$ cat config.mk
export PLATFORM = sky130hd
export DESIGN_NAME = sha256_digest
export DESIGN_NICKNAME = d
export VERILOG_FILES = /design/src/rtl/sha_pkg.sv /design/src/rtl/sha_queue.sv /design/src/rtl/sha_core.sv /design/src/rtl/sha256_digest.sv
export SDC_FILE = /design/constraint.sdc
export NUM_CORES = 2
export LEC_CHECK = 0
export BUFFER_PORTS_ARGS = -buffer_cell sky130_fd_sc_hd__buf_2
export CORE_ASPECT_RATIO = 0.5
export CORE_MARGIN = 1.5
export CORE_UTILIZATION = 41
export DETAILED_ROUTE_END_ITERATION = 7
export GPL_TIMING_DRIVEN = 0
export PLACE_DENSITY_LB_ADDON = 0.1
export SYNTH_ARGS = -nofsm -noshare
export SYNTH_HDL_FRONTEND = slang
export SYNTH_SLANG_ARGS = --single-unit
$ cat constraint.sdc
create_clock -name clk_i -period 15.5 [get_ports clk_i]
set_input_delay 2.325 -clock clk_i [delete_from_list [all_inputs] [get_ports clk_i]]
set_output_delay 2.325 -clock clk_i [all_outputs]
set_load 0.005 [all_outputs]
$ cat src/rtl/sha_pkg.sv
// SHA-256 package: shared types, round constants, initial hash values and the rotate and schedule functions.
// Used by all modules of the sha256_digest block; depends on nothing.
package sha_pkg;

  // Queue entry from the front: one message byte and its flags.
  typedef struct packed {
    logic [7:0] data;
    logic       present;
    logic       last;
  } sha_item_t;

  typedef enum logic [2:0] {
    ST_LOAD,
    ST_ROUND,
    ST_ADD,
    ST_PAD,
    ST_EMIT
  } sha_state_e;

  localparam int unsigned QueueDepth = 4;

  function automatic logic [31:0] init_hash(input logic [2:0] idx);
    logic [31:0] r;
    unique case (idx)
      3'd0: r = 32'h6a09e667;
      3'd1: r = 32'hbb67ae85;
      3'd2: r = 32'h3c6ef372;
      3'd3: r = 32'ha54ff53a;
      3'd4: r = 32'h510e527f;
      3'd5: r = 32'h9b05688c;
      3'd6: r = 32'h1f83d9ab;
      default: r = 32'h5be0cd19;
    endcase
    return r;
  endfunction

  localparam logic [31:0] RoundK [64] = '{
    32'h428a2f98, 32'h71374491, 32'hb5c0fbcf, 32'he9b5dba5, 32'h3956c25b, 32'h59f111f1,
    32'h923f82a4, 32'hab1c5ed5, 32'hd807aa98, 32'h12835b01, 32'h243185be, 32'h550c7dc3,
    32'h72be5d74, 32'h80deb1fe, 32'h9bdc06a7, 32'hc19bf174, 32'he49b69c1, 32'hefbe4786,
    32'h0fc19dc6, 32'h240ca1cc, 32'h2de92c6f, 32'h4a7484aa, 32'h5cb0a9dc, 32'h76f988da,
    32'h983e5152, 32'ha831c66d, 32'hb00327c8, 32'hbf597fc7, 32'hc6e00bf3, 32'hd5a79147,
    32'h06ca6351, 32'h14292967, 32'h27b70a85, 32'h2e1b2138, 32'h4d2c6dfc, 32'h53380d13,
    32'h650a7354, 32'h766a0abb, 32'h81c2c92e, 32'h92722c85, 32'ha2bfe8a1, 32'ha81a664b,
    32'hc24b8b70, 32'hc76c51a3, 32'hd192e819, 32'hd6990624, 32'hf40e3585, 32'h106aa070,
    32'h19a4c116, 32'h1e376c08, 32'h2748774c, 32'h34b0bcb5, 32'h391c0cb3, 32'h4ed8aa4a,
    32'h5b9cca4f, 32'h682e6ff3, 32'h748f82ee, 32'h78a5636f, 32'h84c87814, 32'h8cc70208,
    32'h90befffa, 32'ha4506ceb, 32'hbef9a3f7, 32'hc67178f2
  };

  function automatic logic [31:0] rotr(input logic [31:0] x, input int unsigned n);
    return (x >> n) | (x << (32 - n));
  endfunction

  function automatic logic [31:0] sig0(input logic [31:0] x);
    return rotr(x, 7) ^ rotr(x, 18) ^ (x >> 3);
  endfunction

  function automatic logic [31:0] sig1(input logic [31:0] x);
    return rotr(x, 17) ^ rotr(x, 19) ^ (x >> 10);
  endfunction

endpackage

$ cat src/rtl/sha_queue.sv
// Short byte queue between the input front and the hash core.
// Depends on sha_pkg for the entry type and depth.
module sha_queue (
  input  logic               clk_i,
  input  logic               rst_ni,
  input  logic               in_valid_i,
  output logic               in_ready_o,
  input  sha_pkg::sha_item_t in_item_i,
  output logic               out_valid_o,
  input  logic               out_ready_i,
  output sha_pkg::sha_item_t out_item_o
);
  import sha_pkg::*;

  localparam int unsigned PtrW = $clog2(QueueDepth);

  sha_item_t          mem_q [QueueDepth];
  logic [PtrW-1:0]    wr_q, rd_q;
  logic [PtrW:0]      cnt_q;
  logic               push, pop;

  assign in_ready_o  = (cnt_q != (PtrW+1)'(QueueDepth));
  assign out_valid_o = (cnt_q != '0);
  assign out_item_o  = mem_q[rd_q];
  assign push = in_valid_i && in_ready_o;
  assign pop  = out_valid_o && out_ready_i;

  // Write storage
  always_ff @(posedge clk_i) begin
    if (push) begin
      mem_q[wr_q] <= in_item_i;
    end
  end

  // Advance pointers and count
  always_ff @(posedge clk_i or negedge rst_ni) begin
    if (!rst_ni) begin
      wr_q  <= '0;
      rd_q  <= '0;
      cnt_q <= '0;
    end else begin
      if (push) wr_q <= wr_q + 1'b1;
      if (pop)  rd_q <= rd_q + 1'b1;
      if (push && !pop) cnt_q <= cnt_q + 1'b1;
      else if (pop && !push) cnt_q <= cnt_q - 1'b1;
    end
  end

endmodule

$ cat src/rtl/sha_core.sv
// Hash core: block buffer, message schedule, one compression round per cycle,
// padding and digest output. Depends on sha_pkg.
module sha_core (
  input  logic               clk_i,
  input  logic               rst_ni,
  input  logic               item_valid_i,
  output logic               item_ready_o,
  input  sha_pkg::sha_item_t item_i,
  output logic               digest_valid_o,
  input  logic               digest_ready_i,
  output logic [31:0]        digest_word_o,
  output logic [2:0]         word_index_o,
  output logic               last_word_o
);
  import sha_pkg::*;

  sha_state_e  state_q, state_d;
  logic [31:0] win_q [16];       // schedule window, word 0 is current
  logic [31:0] h_q [8];          // chaining words
  logic [31:0] v_q [8];          // working variables
  logic [60:0] count_q;
  logic [5:0]  rnd_q;
  logic [2:0]  idx_q;
  logic        closing_q;        // closing sequence in progress
  logic        marked_q;         // 0x80 already placed
  logic        len_q;            // current block carries the length
  logic [5:0]  pos_q;            // fill position while padding
  logic [63:0] bits_q;

  logic [31:0] t1, t2, wnew, big0, big1, ch, maj;
  logic        take, put_byte;
  logic [7:0]  put_val;

  assign item_ready_o = (state_q == ST_LOAD) && !closing_q;
  assign take = item_valid_i && item_ready_o;

  // Round datapath
  always_comb begin
    big1 = rotr(v_q[4], 6) ^ rotr(v_q[4], 11) ^ rotr(v_q[4], 25);
    ch   = (v_q[4] & v_q[5]) ^ (~v_q[4] & v_q[6]);
    big0 = rotr(v_q[0], 2) ^ rotr(v_q[0], 13) ^ rotr(v_q[0], 22);
    maj  = (v_q[0] & v_q[1]) ^ (v_q[0] & v_q[2]) ^ (v_q[1] & v_q[2]);
    t1   = v_q[7] + big1 + ch + RoundK[rnd_q] + win_q[0];
    t2   = big0 + maj;
    wnew = win_q[0] + sig0(win_q[1]) + win_q[9] + sig1(win_q[14]);
  end

  // Choose byte written into the buffer this cycle
  always_comb begin
    put_byte = 1'b0;
    put_val  = 8'h00;
    if (state_q == ST_LOAD && take && item_i.present) begin
      put_byte = 1'b1;
      put_val  = item_i.data;
    end else if (state_q == ST_PAD) begin
      put_byte = 1'b1;
      if (!marked_q) put_val = 8'h80;
      else if (len_q && pos_q >= 6'd56) put_val = bits_q[8*(63-pos_q) +: 8];
      else put_val = 8'h00;
    end
  end

  // Next state
  always_comb begin
    state_d = state_q;
    unique case (state_q)
      ST_LOAD: begin
        if (closing_q) state_d = ST_PAD;
        else if (take && item_i.present && count_q[5:0] == 6'd63) state_d = ST_ROUND;
        else if (take && item_i.last) state_d = ST_PAD;
      end
      ST_ROUND: if (rnd_q == 6'd63) state_d = ST_ADD;
      ST_ADD:   state_d = (closing_q && len_q) ? ST_EMIT : (closing_q ? ST_PAD : ST_LOAD);
      ST_PAD:   if (pos_q == 6'd63) state_d = ST_ROUND;
      ST_EMIT:  if (digest_ready_i && idx_q == 3'd7) state_d = ST_LOAD;
      default:  state_d = ST_LOAD;
    endcase
  end

  // Buffer: shift bytes into window word 15 big-endian; rounds shift words
  always_ff @(posedge clk_i) begin
    if (put_byte) begin
      for (int i = 0; i < 15; i++) win_q[i] <= {win_q[i][23:0], win_q[i+1][31:24]};
      win_q[15] <= {win_q[15][23:0], put_val};
    end else if (state_q == ST_ROUND) begin
      for (int i = 0; i < 15; i++) win_q[i] <= win_q[i+1];
      win_q[15] <= wnew;
    end
    if (state_q == ST_ROUND) begin
      v_q[0] <= t1 + t2;
      v_q[1] <= v_q[0];
      v_q[2] <= v_q[1];
      v_q[3] <= v_q[2];
      v_q[4] <= v_q[3] + t1;
      v_q[5] <= v_q[4];
      v_q[6] <= v_q[5];
      v_q[7] <= v_q[6];
    end else begin
      for (int i = 0; i < 8; i++) v_q[i] <= h_q[i];
    end
  end

  // Control registers and chaining words
  always_ff @(posedge clk_i or negedge rst_ni) begin
    if (!rst_ni) begin
      state_q   <= ST_LOAD;
      count_q   <= '0;
      rnd_q     <= '0;
      idx_q     <= '0;
      closing_q <= 1'b0;
      marked_q  <= 1'b0;
      len_q     <= 1'b0;
      pos_q     <= '0;
      bits_q    <= '0;
      for (int i = 0; i < 8; i++) h_q[i] <= init_hash(3'(i));
    end else begin
      state_q <= state_d;
      if (take && item_i.present) count_q <= count_q + 1'b1;
      if (take && item_i.last) begin
        closing_q <= 1'b1;
        marked_q  <= 1'b0;
      end
      // Enter padding: decide whether this block holds the length
      if (state_q != ST_PAD && state_d == ST_PAD) begin
        pos_q  <= count_q[5:0] + ((take && item_i.present) ? 6'd1 : 6'd0);
        bits_q <= {count_q + ((take && item_i.present) ? 61'd1 : 61'd0), 3'b000};
        if (marked_q) begin
          pos_q <= '0;
          len_q <= 1'b1;
        end else begin
          len_q <= ((count_q[5:0] + ((take && item_i.present) ? 6'd1 : 6'd0)) < 6'd56);
        end
      end
      if (state_q == ST_PAD) begin
        marked_q <= 1'b1;
        pos_q    <= pos_q + 1'b1;
      end
      if (state_q == ST_ROUND) rnd_q <= rnd_q + 1'b1;
      if (state_q == ST_ADD) begin
        for (int i = 0; i < 8; i++) h_q[i] <= h_q[i] + v_q[i];
      end
      if (state_q == ST_EMIT && digest_ready_i) begin
        idx_q <= idx_q + 1'b1;
        if (idx_q == 3'd7) begin
          for (int i = 0; i < 8; i++) h_q[i] <= init_hash(3'(i));
          count_q   <= '0;
          closing_q <= 1'b0;
          marked_q  <= 1'b0;
          len_q     <= 1'b0;
        end
      end
    end
  end

  assign digest_valid_o = (state_q == ST_EMIT);
  assign digest_word_o  = h_q[idx_q];
  assign word_index_o   = idx_q;
  assign last_word_o    = (idx_q == 3'd7);

endmodule

$ cat src/rtl/sha256_digest.sv
// Top level of the streaming SHA-256 block: input queue and hash core.
// Depends on sha_pkg, sha_queue and sha_core.
// Takes the message one byte per word through a four-entry queue. Every
// 64th byte starts a compression of 64 rounds and an add step, during
// which the core takes no bytes. A final word adds padding up to the end of
// the block and a compression, and, when fewer than 9 bytes were free, a
// second padded block and compression; then eight digest words follow, word
// 0 first, and the core reloads the initial hash.
module sha256_digest (
  input  logic        clk_i,
  input  logic        rst_ni,
  input  logic        in_valid_i,
  output logic        in_ready_o,
  input  logic [7:0]  message_byte_i,
  input  logic        byte_present_i,
  input  logic        final_item_i,
  output logic        out_valid_o,
  input  logic        out_ready_i,
  output logic [31:0] digest_word_o,
  output logic [2:0]  word_index_o,
  output logic        last_word_o
);
  import sha_pkg::*;

  sha_item_t in_item, q_item;
  logic      q_valid, q_ready;

  assign in_item = '{data: message_byte_i, present: byte_present_i, last: final_item_i};

  sha_queue u_queue (
    .clk_i, .rst_ni,
    .in_valid_i  (in_valid_i),
    .in_ready_o  (in_ready_o),
    .in_item_i   (in_item),
    .out_valid_o (q_valid),
    .out_ready_i (q_ready),
    .out_item_o  (q_item)
  );

  sha_core u_core (
    .clk_i, .rst_ni,
    .item_valid_i   (q_valid),
    .item_ready_o   (q_ready),
    .item_i         (q_item),
    .digest_valid_o (out_valid_o),
    .digest_ready_i (out_ready_i),
    .digest_word_o  (digest_word_o),
    .word_index_o   (word_index_o),
    .last_word_o    (last_word_o)
  );

endmodule
After elaboration in Yosys (flattened, before gate mapping)

Memory sizes are Yosys's and may differ from the RTL's.
Index checks and enable logic that the tools add are counted.

Add/subtract/negate cells: 29
Magnitude comparators: 4
Equality and inequality tests: 11
Shifts and indexed selects: 1
Muxes and demuxes: 77
Bitwise logic cells: 53
Reductions and logical operators: 22

Operators by type and width:

| cell                                          | number |
|---|---|
| two-way mux 32 bit                            | 28 |
| two-way mux 256 bit                           | 3 |
| adder 32 bit                                  | 18 |
| XOR 32 bit                                    | 9 |
| two-way mux 61 bit                            | 3 |
| AND 32 bit                                    | 5 |
| binary-select mux 32 bit (select 3 bit)       | 1 |
| indexed part select 64 x 33 -> 8 bit          | 1 |
| adder 61 x 1 -> 61 bit, second input constant | 1 |
| adder 61 bit                                  | 1 |
| two-way mux 8 bit                             | 4 |
| NOT 32 bit                                    | 1 |
| OR 10 x 32 -> 32 bit                          | 1 |
| OR 13 x 32 -> 32 bit                          | 1 |
| OR 14 x 32 -> 32 bit                          | 1 |
| OR 15 x 32 -> 32 bit                          | 1 |
| OR 19 x 32 -> 32 bit                          | 1 |
| OR 21 x 32 -> 32 bit                          | 1 |
| OR 25 x 32 -> 32 bit                          | 1 |
| OR 26 x 32 -> 32 bit                          | 1 |
| OR 30 x 32 -> 32 bit                          | 1 |
| OR 7 x 32 -> 32 bit                           | 1 |
| XOR 32 x 22 -> 32 bit                         | 1 |
| XOR 32 x 29 -> 32 bit                         | 1 |
| 29 further kinds                              | 110 |

Register bits after elaboration: 406
Bits in writable memories: 808
ROM bits: 2,048
Input bits: 14
Output and inout port bits: 38
Memories: 4

Memories:

| name             | depth | bits a word | rd ports | clocked after memory_dff | wr ports | line            | RTL |
|---|---|---|---|---|---|---|---|
| (name not given) | 64    | 32          | 1        | 0                        | 0        | sha_core.sv:43  | `t1 = v_q[7] + big1 + ch + RoundK[rnd_q] + win_q[0];` |
| u_core.win_q     | 16    | 32          | 16       | 0                        | 16       | sha_core.sv:18  | `logic [31:0] win_q [16];` |
| u_core.v_q       | 8     | 32          | 8        | 0                        | 8        | sha_core.sv:20  | `logic [31:0] v_q [8];` |
| u_queue.mem_q    | 4     | 10          | 1        | 0                        | 1        | sha_queue.sv:17 | `sha_item_t mem_q [QueueDepth];` |

Depth between registers and ports, before layout

Depth in word-level cells: 13
Gate-level depth with buffers: 41
Gate-level depth less buffers: 39

Cells and area by module

A second synthesis with hierarchy kept.

Cells, all modules: 8,867
Area, all modules: 78,814.3 um2

Modules (own cells, without submodules):

| module    | times used | cells each | area an instance (um2) | seq. area each (um2) |
|---|---|---|---|---|
| sha_core  | 1          | 8,780      | 76,943.8               | 30,654.4 |
| sha_queue | 1          | 87         | 1,870.5                | 1,376.3 |

Worst setup path before layout

OpenSTA, ideal clock, no wires.

Kind: register to register
Start: register u_queue.rd_q[1]
End: memory u_core.win_q[0][0] (enable)
Setup time: 3,632 ps
Arrival: 10,177 ps
Required time: 11,868 ps
Slack: 1,691 ps
Stages on the path, launching flop included: 8
Buffers on the path: 2
Period minus slack after synthesis: 13,809 ps
Path through: dfrtp_1 mux4_2 nand2_4 clkinv_2 nor2_1 clkbuf_1 clkbuf_1 nand2_1

RTL lines:

| item                   | line            | RTL |
|---|---|---|
| from (decl)            | sha_queue.sv:18 | `logic [PtrW-1:0] wr_q, rd_q;` |
| from (signal assigned) | sha_queue.sv:43 | `if (pop) rd_q <= rd_q + 1'b1;` |
| to (decl)              | sha_core.sv:18  |  |

==> results.txt <==
----------------------------------------------------
[Yosys]
  Sequential cell area fraction in the yosys report ... 41.0%
  Post-synthesis sequential element count ... 1214
  Async SR Flop Fraction ... 33.4%
  Post-synth top flop ... sky130_fd_sc_hd__edfxtp_1
  Warnings, synthesis ... 0
  Netlist area before placement ... slightly below 80000 um^2
  Number of instances in the synthesized netlist ... 8732
  Average footprint of a synthesized cell ... between 8 and 9 um^2
  Number of enable flip-flop cells after synthesis ... 552
  Netlist cell types ... 96
  Synthesized netlist net count ... 9347

[Worst setup path]
  Highest fanout seen on the critical path ... 16
  Crit-path slowest cell ... sky130_fd_sc_hd__nor3_1
  Worst path required time ... 16180 ps
  Delay of the slowest cell on the worst path ... ~1100 ps
  Worst endpoint data arrival time ... 12390 ps
  Startpoint Class ... flop
  Path type of the worst setup path ... flop to flop
  CP Capture Type ... flop

[Clock tree]
  TritonCTS clock tree ... yes
  Number of post-CTS setup repair buffers ... 0
  Insertion delay of the later-clocked pin in the worst-skew pair ... ~820 ps
  Clock buffer count from CTS ... 138
  Hold buffer count at CTS ... 0
  Number of sinks driven by the clock tree ... approximately 1200
  Root Driver ... sky130_fd_sc_hd__clkbuf_16
  Max clock buf depth ... 4
  Clock H-tree levels ... 4
  Reg clk slew, reported paths ... 60 ps
  Post-CTS sizing ... 0

[Route]
  Number of nets with antenna violations after routing ... 0
  Detail-routed via count per cell ... 5.74
  Starting DRT DRC Count ... 7596
  Vias after detailed routing ... 66400
  Post-detailed-routing wire length ... 320000 um
  DRC viols ... 4
  Number of search-and-repair iterations in the first detailed-routing pass ... 8
  Routed wire per std cell ... 27.6 um

[Power]
  Part of the total power dissipated in combinational logic ... 1.2%
  Sequential share of power ... 49.5%
  Fraction of power consumed by the clock network ... 49.2%
  Switching fraction of total power ... 22.1%
  Internal power of the cells ... around 0.0053 W
  IR Drop Worst-Case VDD ... 73.5 uV
  Leakage power ... 36.7 nW
  Switching power ... ~0.0015 W
  Total Power Consumption ... 0.00682 W
  Total power per unit cell area ... just under 80 nW/um^2

[Finish]
  Final core area utilization ... 45.6%
  Most frequent cells in the layout ... sky130_fd_sc_hd__nand2_1 (2585), sky130_fd_sc_hd__a21oi_1 (572), sky130_fd_sc_hd__edfxtp_1 (552), sky130_fd_sc_hd__clkbuf_1 (459), sky130_fd_sc_hd__o21ai_0 (450)
  Layout cell share with drive strength beyond 1 ... 7.04%
  Leading cell type in the layout, fill and taps excluded ... sky130_fd_sc_hd__nand2_1
  Final Net Count ... 9558
  Final-layout fill cell count ... ~19000
  Relative area change from synthesis to final layout ... 10.7%

[GRT]
  GR Util All Layers ... 32.5%
  Number of global-route vias before repair ... 63500
  Wire length of the first global-routing pass ... 454000 um
  Number of antenna violations at the first check in global routing ... 21
  Pin count of the biggest net entering global routing ... 100
  Overall overflow remaining after global route ... 0

[STA]
  Hold violation count in the final report ... 0
  Highest attainable clock frequency ... 85.4 MHz
  RSZ-0062 raised after global routing ... false
  Headroom to the max-slew limit ... -4.82%
  Finish-stage setup viols ... 0
  Setup TNS after final layout ... 0 ps
  Post-route clock period utilization ... between 70% and 80%
  Period minus WS final ... 11710 ps
  Max Transition Viols Final ... 28
  Measured slew at the worst slew-check pin ... roughly 1600 ps
  Setup Skew ... 44.5 ps

[Place]
  Port-buffer cells ... 51
  Half-perimeter wire length after detailed placement ... 248000 um
  Final Wtd Congestion ... between 1 and 1.5

[Floorplanning]
  Ports placed on the boundary ... 52
  Overall die width ... 620 um
  Number of rows in the core area ... 113
  Area of the placeable core ... 190000 um^2
  Chip height ... 312 um
  Initial standard-cell utilization of the core ... 41.2%
  Area of the die ... 193000 um^2

[Status]
  Violations in the final reports ... design-rule violations, max-capacitance violations, max-slew violations
  Outcome ... complete, but fails checks

[Flow run]
  Number of max-cap violations ... 5

[Worst hold path]
  HP Class ... flop to flop

----------------------------------------------------
-- critical path: cells and delay by family, from the launching register on --
family	cells	cell delay, ps
flip-flops	1	500
adder cells (fa/ha/maj)	7	3160
buffers and inverters	7	2150
AO/OA/AOI/OAI	15	2950
multiplexers	1	590
XOR/XNOR	1	200
AND/OR/NAND/NOR	5	1990
-- state kept, by name, indices dropped and copies added, names as in the netlist, 2 cells and up --
name and count:
u_core.bits_q 61, u_core.count_q 61, u_core.h_q 256, u_core.pos_q 6, u_core.rnd_q 6, u_core.state_q 3
u_core.v_q 256, u_core.win_q 512, u_core.word_index_o 3, u_queue.cnt_q 3, u_queue.mem_q 40, u_queue.rd_q 2
u_queue.wr_q 2
-- synthesized netlist by cell type, drive strengths merged (15+ instances only) --
cell,instances,area share [%]
nand2,2589,12
and2,19,0.16
a31oi,44,0.36
nand4,50,0.42
o31ai,28,0.27
a211oi,51,0.49
buf,50,0.32
clkbuf,442,2.1
a21oi,573,3.7
maj3,23,0.29
nor3,111,0.73
dfstp,136,4.6
or2,15,0.12
mux2,45,0.65
dfrtp,270,8.6
xnor2,449,5.0
nand3,117,0.75
nor2,397,1.9
fa,196,5.0
or3,57,0.46
edfxtp,552,21
o21ai,453,2.9
a21o,166,1.6
inv,294,1.4
ha,405,6.5
nor4,20,0.17
and3,62,0.50
xor2,221,2.5
mux4,95,2.7
nor2b,50,0.40
o21a,49,0.47
o211ai,115,1.1
o21bai,43,0.41
a21boi,15,0.14
mux2i,38,0.49
nand2b,44,0.35
dfxtp,256,6.6
-- metal layers --
metal / GRT usage [%] / part of all wire [%]
met5: 0 / 0.026
met4: 12.1 / 4.2
met3: 5.98 / 8.7
met2: 49.9 / 44
met1: 45.7 / 43
-- path summary, 6_finish.rpt --
check                                                  from                          end  slack (ps)  cells after the start
worst max-delay path            u_core.rnd_q[2]$_DFFE_PN0P_    u_core.v_q[0][25]$_DFF_P_        3790                     36
worst min-delay path              u_core.v_q[0][32]$_DFF_P_    u_core.v_q[0][64]$_DFF_P_         460                      2
min in group asynchronous                            rst_ni  u_core.state_q[0]$_DFF_PN0_        1470                      1
worst max register to register  u_core.rnd_q[2]$_DFFE_PN0P_    u_core.v_q[0][25]$_DFF_P_        3790                     36
max in group asynchronous                            rst_ni    u_core.h_q[198]$_DFF_PN0_       12380                      3
worst min register to register    u_core.v_q[0][32]$_DFF_P_    u_core.v_q[0][64]$_DFF_P_         460                      2
-- layout make-up --
class / count / area [um^2] / area share, %
Antenna cell: 6 / 15.0 / 0.0174
Buffer: 492 / 1930 / 2.23
Clock buffer: 196 / 3940 / 4.55
Clock inverter: 40 / 459 / 0.531
Inverter: 298 / 1120 / 1.29
Multi-Input combinational cell: 6728 / 43100 / 49.8
Sequential cell: 1214 / 32000 / 37.0
Tap cell: 2530 / 3170 / 3.66
Timing Repair Buffer: 71 / 724 / 0.838
-- power by group through the flow --
| stage | Clock (W) | Combinational [W] | Sequential (W) |
|---|---|---|---|
| after floorplan | 0 | 0.0000379 | 0.00344 |
| after global placement | 0 | 0.0000819 | 0.00344 |
| after detailed placement | 0 | 0.0000866 | 0.00344 |
| after CTS | 0.00339 | 0.0000868 | 0.00338 |
| after global routing | 0.00352 | 0.0000953 | 0.00338 |
| final | 0.00336 | 0.0000833 | 0.00338 |
-- cells by family (layout without fill, tap and decap cells) --
logic type / after synthesis / in the layout / synth area share (%)
and+or+nand+nor: 3573 / 3573 / 18.9
AOI/OAI and AO/OA: 1683 / 1683 / 13.1
DFF: 1214 / 1214 / 41.0
buffers and inverters: 790 / 1097 / 3.88
xor gates and xnor gates: 670 / 670 / 7.51
adders and majority gates: 624 / 624 / 11.8
muxes: 178 / 178 / 3.87
other: 0 / 6 / 0
-- stage by stage --
stage	worst slack, ps	hold slack [ps]	instance area [um^2]	std cells
6_report	3790	461	86500	11600
5_1_grt	3590	483	86500	11600
4_1_cts	4010	461	86400	11600
2_1_floorplan	1690	431	78100	8732
3_5_place_dp	4070	453	82000	11300
3_3_place_gp	-6780	454	81600	11300
Note: power is estimated with default switching activity, not from simulation.
